**config.mk**
```make
export PLATFORM = sky130hd
export DESIGN_NAME = dwo_div
export DESIGN_NICKNAME = d
export VERILOG_FILES = /design/src/design/dwo_div.sv
export SDC_FILE = /design/constraint.sdc
export NUM_CORES = 1
export LEC_CHECK = 0
export CELL_PAD_IN_SITES_DETAIL_PLACEMENT = 0
export CELL_PAD_IN_SITES_GLOBAL_PLACEMENT = 1
export CORE_MARGIN = 3
export CORE_UTILIZATION = 50
export CTS_CLUSTER_SIZE = 16
export DETAILED_ROUTE_END_ITERATION = 8
export DONT_BUFFER_PORTS = 1
export PLACE_DENSITY_LB_ADDON = 0.1
export SLEW_MARGIN = 20
export SYNTH_ARGS = -nofsm -noshare
export SYNTH_HDL_FRONTEND = slang
export SYNTH_SLANG_ARGS = --single-unit
```
**constraint.sdc**
```tcl
create_clock -name clk -period 6.6 [get_ports clk]
set_input_delay 1.32 -clock clk [delete_from_list [all_inputs] [get_ports clk]]
set_output_delay 1.32 -clock clk [all_outputs]
set_load 0.05 [all_outputs]
```
**src/design/dwo_div.sv**
```systemverilog
// restoring divider, one quotient bit per cycle, rounded and saturated result
// computes min(2^31-1, round(num * 2^K / den)); no package dependency

module dwo_div #(
	parameter int NUM_W = 57,
	parameter int DEN_W = 49,
	parameter int K     = 21
) (
	input  logic             clk,
	input  logic             arst_n,
	input  logic             start,
	input  logic [NUM_W-1:0] num,
	input  logic [DEN_W-1:0] den,
	output logic             done,
	output logic [31:0]      res
);

	localparam int NW    = NUM_W + K;
	localparam int CNT_W = $clog2(NW + 1);

	logic [NW-1:0]    n_q;
	logic [DEN_W-1:0] r_q, den_q;
	logic [31:0]      q_q;
	logic             ovf_q, busy_q, done_q;
	logic [CNT_W-1:0] cnt_q;
	logic [DEN_W:0]   rs, rdiff;
	logic             ge, rnd;

	assign rs    = {r_q, n_q[NW-1]};
	assign ge    = rs >= {1'b0, den_q};
	assign rdiff = rs - {1'b0, den_q};
	assign rnd   = {r_q, 1'b0} >= {1'b0, den_q};

	always_ff @(posedge clk or negedge arst_n) begin
		if (!arst_n) begin
			busy_q <= 1'b0;
			done_q <= 1'b0;
		end else begin
			done_q <= 1'b0;
			if (start) begin
				busy_q <= 1'b1;
			end else if (busy_q && cnt_q == CNT_W'(1)) begin
				busy_q <= 1'b0;
				done_q <= 1'b1;
			end
		end
	end

	always_ff @(posedge clk) begin
		if (start) begin
			n_q   <= NW'(num) << K;
			den_q <= den;
			r_q   <= '0;
			q_q   <= '0;
			ovf_q <= 1'b0;
			cnt_q <= CNT_W'(NW);
		end else if (busy_q) begin
			n_q   <= n_q << 1;
			r_q   <= ge ? rdiff[DEN_W-1:0] : rs[DEN_W-1:0];
			q_q   <= {q_q[30:0], ge};
			ovf_q <= ovf_q | q_q[31];
			cnt_q <= cnt_q - CNT_W'(1);
		end
	end

	always_comb begin
		if (ovf_q || q_q[31] || (rnd && q_q == 32'h7FFF_FFFF))
			res = 32'h7FFF_FFFF;
		else
			res = q_q + 32'(rnd);
	end

	assign done = done_q;

endmodule

```
==> reports/summary.md <==
The starting density of the core is 51.1%, and the accumulated negative setup slack is 0 ns. The worst-case clock buffer depth was 2. 0 antenna diodes ended up in the layout. Dividing the synthesized area by the synthesized cell count gives 9.59 sq um. Global routing used 20.4% of the available tracks. STA puts the critical path data arrival time at 4.27 ns.

Max-cap violations in this run came to 0. Power spread over the standard cell area amounts to 221 nW/um^2. The number of instances in the synthesized netlist was 1,168.

The post-route netlist has 9.41% of its cells at a drive strength greater than 1. After global routing the overflow that remains totals 0. Across the VDD grid, the largest voltage drop is 0.185 mV. The final core utilization came out at 54.8%. The number of endpoints failing setup at the final stage is 0. Of all cell types, the one taking the most synthesized area is sky130_fd_sc_hd__edfxtp_1. After detailed placement, the total cell area comes to 11,400 sq um.

The wire length of the first global-routing pass was 40.7 mm. The max-slew violation total from the final report came out at 0. Number of buffers created by CTS: 17. The via count came out at 8,195. The signal on the critical path passes through inv_1 -> ha_1 -> and4_1 -> nand4_1 -> o21ai_0 -> a21oi_1 -> nor2_1 -> o21ai_0 -> nand2_1 -> ha_1 -> ha_1 -> nand2_1 -> nor3_1 -> nand4_1 -> xor2_1 -> nand2_1.

The flow ran to the end, and the final reports show no timing, DRC or antenna violations. The routability congestion estimate was 0.842; the post-detailed-route DRC marker count was 0. Synthesis inferred 197 register bits.

Registers take 5020 sq um. The hold violation count in the final report was 0; the number of sinks on the clock net was 197. The tightest min-delay check is of the flip-flop to flip-flop type. The met1 global-route usage is 28.3%. The synthesized netlist occupies a cell area of 11,200 sq um. The number of antenna violations at the first check in global routing was 2; the worst hold margin was 0.484 ns.

Static timing analysis puts the maximum clock frequency at 179 MHz. The detail route stage leaves a number of antenna-violating nets equal to 0. Ranked by total cell area, the synthesized netlist is headed by sky130_fd_sc_hd__edfxtp_1 (28%), sky130_fd_sc_hd__dfxtp_1 (16%), sky130_fd_sc_hd__ha_1 (6.0%). Number of different library cells in the post-synthesis netlist: 59.

Number of hold-repair buffers added at the cts stage: 0. The number of primary I/O pins was 142. The final cycle utilization of the critical path is 84.7%, and the met3 usage in global routing is 5.77%.

At the pin with the least slew margin, the transition time is 0.958 ns. The element type at the critical path end is an output pin. The average wire per standard cell was 17.0 um; the post-synthesis net count was 1,332. In the synthesized netlist the async set-or-reset flop fraction comes to 1.02%.

Global routing used 32.2% of the available met2 tracks. The post-DP HPWL was 16.8 mm. Setup repair after global routing left no endpoint under its margin. The critical path is of the flip-flop to output pin type. After detailed routing, the number of vias per cell comes to 5.74. The tools report the remaining max-slew budget at the tightest pin as 35.7%. The floorplan step defined a core boundary enclosing 21,900 sq um. Port buffering added 0 buffers.

The area added between synthesis and finish works out to 7.21%. TritonCTS built the clock tree. The category of the worst setup path launch point is a flip-flop. The die covers 24,200 sq um. The run gives 8,095 as the via count of the first global-routing pass. Yosys printed 0 warnings.

Sequential elements use 44.8% of the synthesized area. The die is 156 um wide. The critical-path maximum fanout works out to 8. The die extent in y was 156 um; the maximum number of pins on one net before global-route repair was 185.

After filler insertion, the fill cell instance count of the layout stands at 2,033. Number of synthesized flops with an enable pin: 106. Violation count after the first detailed-routing iteration: 411. The cell chosen for the clock root was sky130_fd_sc_hd__clkbuf_16. Post-CTS repair changed the size of 0 cells.

At the worst endpoint, the required time is 5.28 ns. The routed design has 24.2 mm of wire. For this design, the slowest cell found on the critical path is sky130_fd_sc_hd__nor3_1. After clock tree synthesis, the clock-pin slew on the worst setup and hold paths is 0.08 ns. The logs give 1,299 for the number of nets in the final layout and 0.44 ns for the worst-skew pair later-pin latency. After clock tree synthesis, the setup repair step added 0 buffers.

The share of the synthesized area in the top cell type is 28.4%. In this run the static leakage power is 0.00514 uW. The prevailing post-synth register cell is sky130_fd_sc_hd__edfxtp_1. The global routing stage identified its most utilized layer as met2. The area of combinational cells with multiple inputs is 5710 sq um.

The critical path's largest stage delay is 0.61 ns. Before antenna repair, the detailed router went through 5 iterations. The logs give 4 for the number of H-tree levels and 12,000 sq um for the final instance area.

The worst path in the final design needs a cycle of 5.59 ns, including I/O delays and setup. After floorplanning, the core was divided into 54 placement rows. The run gives 0.0158 ns as the setup skew after layout.
## area by class of cell
class / count / share of cell area, %
inverters: 67 / 2.10
well taps: 280 / 2.92
flip-flops and latches: 197 / 41.8
repair buffers: 7 / 0.438
multi-input cells: 845 / 47.6
clock buffers: 18 / 3.66
clock inverters: 14 / 1.52
## synthesized netlist by cell type, drive strengths merged, types with 3 or more instances
master     n
nand2    136
nor2     109
edfxtp   106
dfxtp     89
inv       67
a21oi     66
mux2      58
ha        54
o21ai     51
clkbuf    45
xnor2     39
xor2      36
mux2i     32
a21o      27
a311oi    24
nand3     23
nor2b     20
nand2b    17
nand4     17
and3      15
a31oi     14
and2      14
buf       14
nor3      10
o21bai     8
o22ai      8
a211oi     6
o211ai     6
a32oi      5
and4       5
a41oi      4
nor4       4
a2111oi    3
a221o      3
a221oi     3
o21a       3
## cell usage in the layout, fill, tap and decap left out, drive strengths merged, types with 17 or more instances in the layout
cell type	netlist	routed
xor2	36	36
dfxtp	89	89
clkbuf	45	18
ha	54	54
a21oi	66	66
inv	67	77
a311oi	24	24
nor2	109	109
nor2b	20	20
xnor2	39	39
edfxtp	106	106
a21o	27	27
nand4	17	17
nand3	23	23
mux2	58	58
nand2	136	136
mux2i	32	32
o21ai	51	51
nand2b	17	17
## layer usage
layer,up-vias,routed length [um]
li1,4099,-
met1,3891,11700
met2,178,10900
met3,23,1340
met4,4,278
met5,-,27
## cell families after synthesis
logic type / after synthesis / synth area share [%]
adder cells (fa/ha/maj): 55 / 6.21
multiplexers: 90 / 8.69
XOR/XNOR: 75 / 5.87
AO/OA/AOI/OAI: 244 / 14.3
flip-flops: 197 / 44.8
AND/OR/NAND/NOR: 381 / 15.7
buffers and inverters: 126 / 4.35
## final timing paths
check / startpoint / endpoint / slack, ns / cells past startpoint
worst min register to register: r_q[12] / r_q[12] / 0.48 / 2
max in group asynchronous: arst_n / busy_q / 5.95 / 0
worst min-delay path: r_q[12] / r_q[12] / 0.48 / 2
min in group asynchronous: arst_n / done / 0.56 / 0
worst max register to register: den_q[31] / r_q[41] / 2.88 / 13
worst max-delay path: den_q[7] / res[26] / 1.01 / 16
## critical path, delay by kind of cell (launching register included)
family | cells | cell delay (ns)
AND/OR/NAND/NOR | 8 | 2.02
buffers and inverters | 1 | 0.04
adder cells (fa/ha/maj) | 3 | 0.89
AO/OA/AOI/OAI | 3 | 0.36
XOR/XNOR | 1 | 0.18
flip-flops | 1 | 0.33
## registers in the layout, indices dropped and copies added (netlist names)
name    flops
n_q        57
den_q      49
r_q        49
q_q        32
cnt_q       7
busy_q      1
done        1
ovf_q       1
## per-stage QoR
stage	power [uW]	cells	setup WS (ns)
final	2650	1428	1.01
after global placement	1590	1396	1.59
after floorplan	1570	1168	1.69
after CTS	2690	1428	0.984
after detailed placement	1600	1396	1.49
after global routing	2770	1428	0.562
## where the power goes
| part | total [uW] | internal [uW] | switching, uW |
|---|---|---|---|
| Sequential | 1380 | 1360 | 20.9 |
| Clock | 1090 | 536 | 553 |
| Combinational | 183 | 87.6 | 95.8 |
| Total | 2650 | 1990 | 669 |
Power figures use the tool's default switching activity.
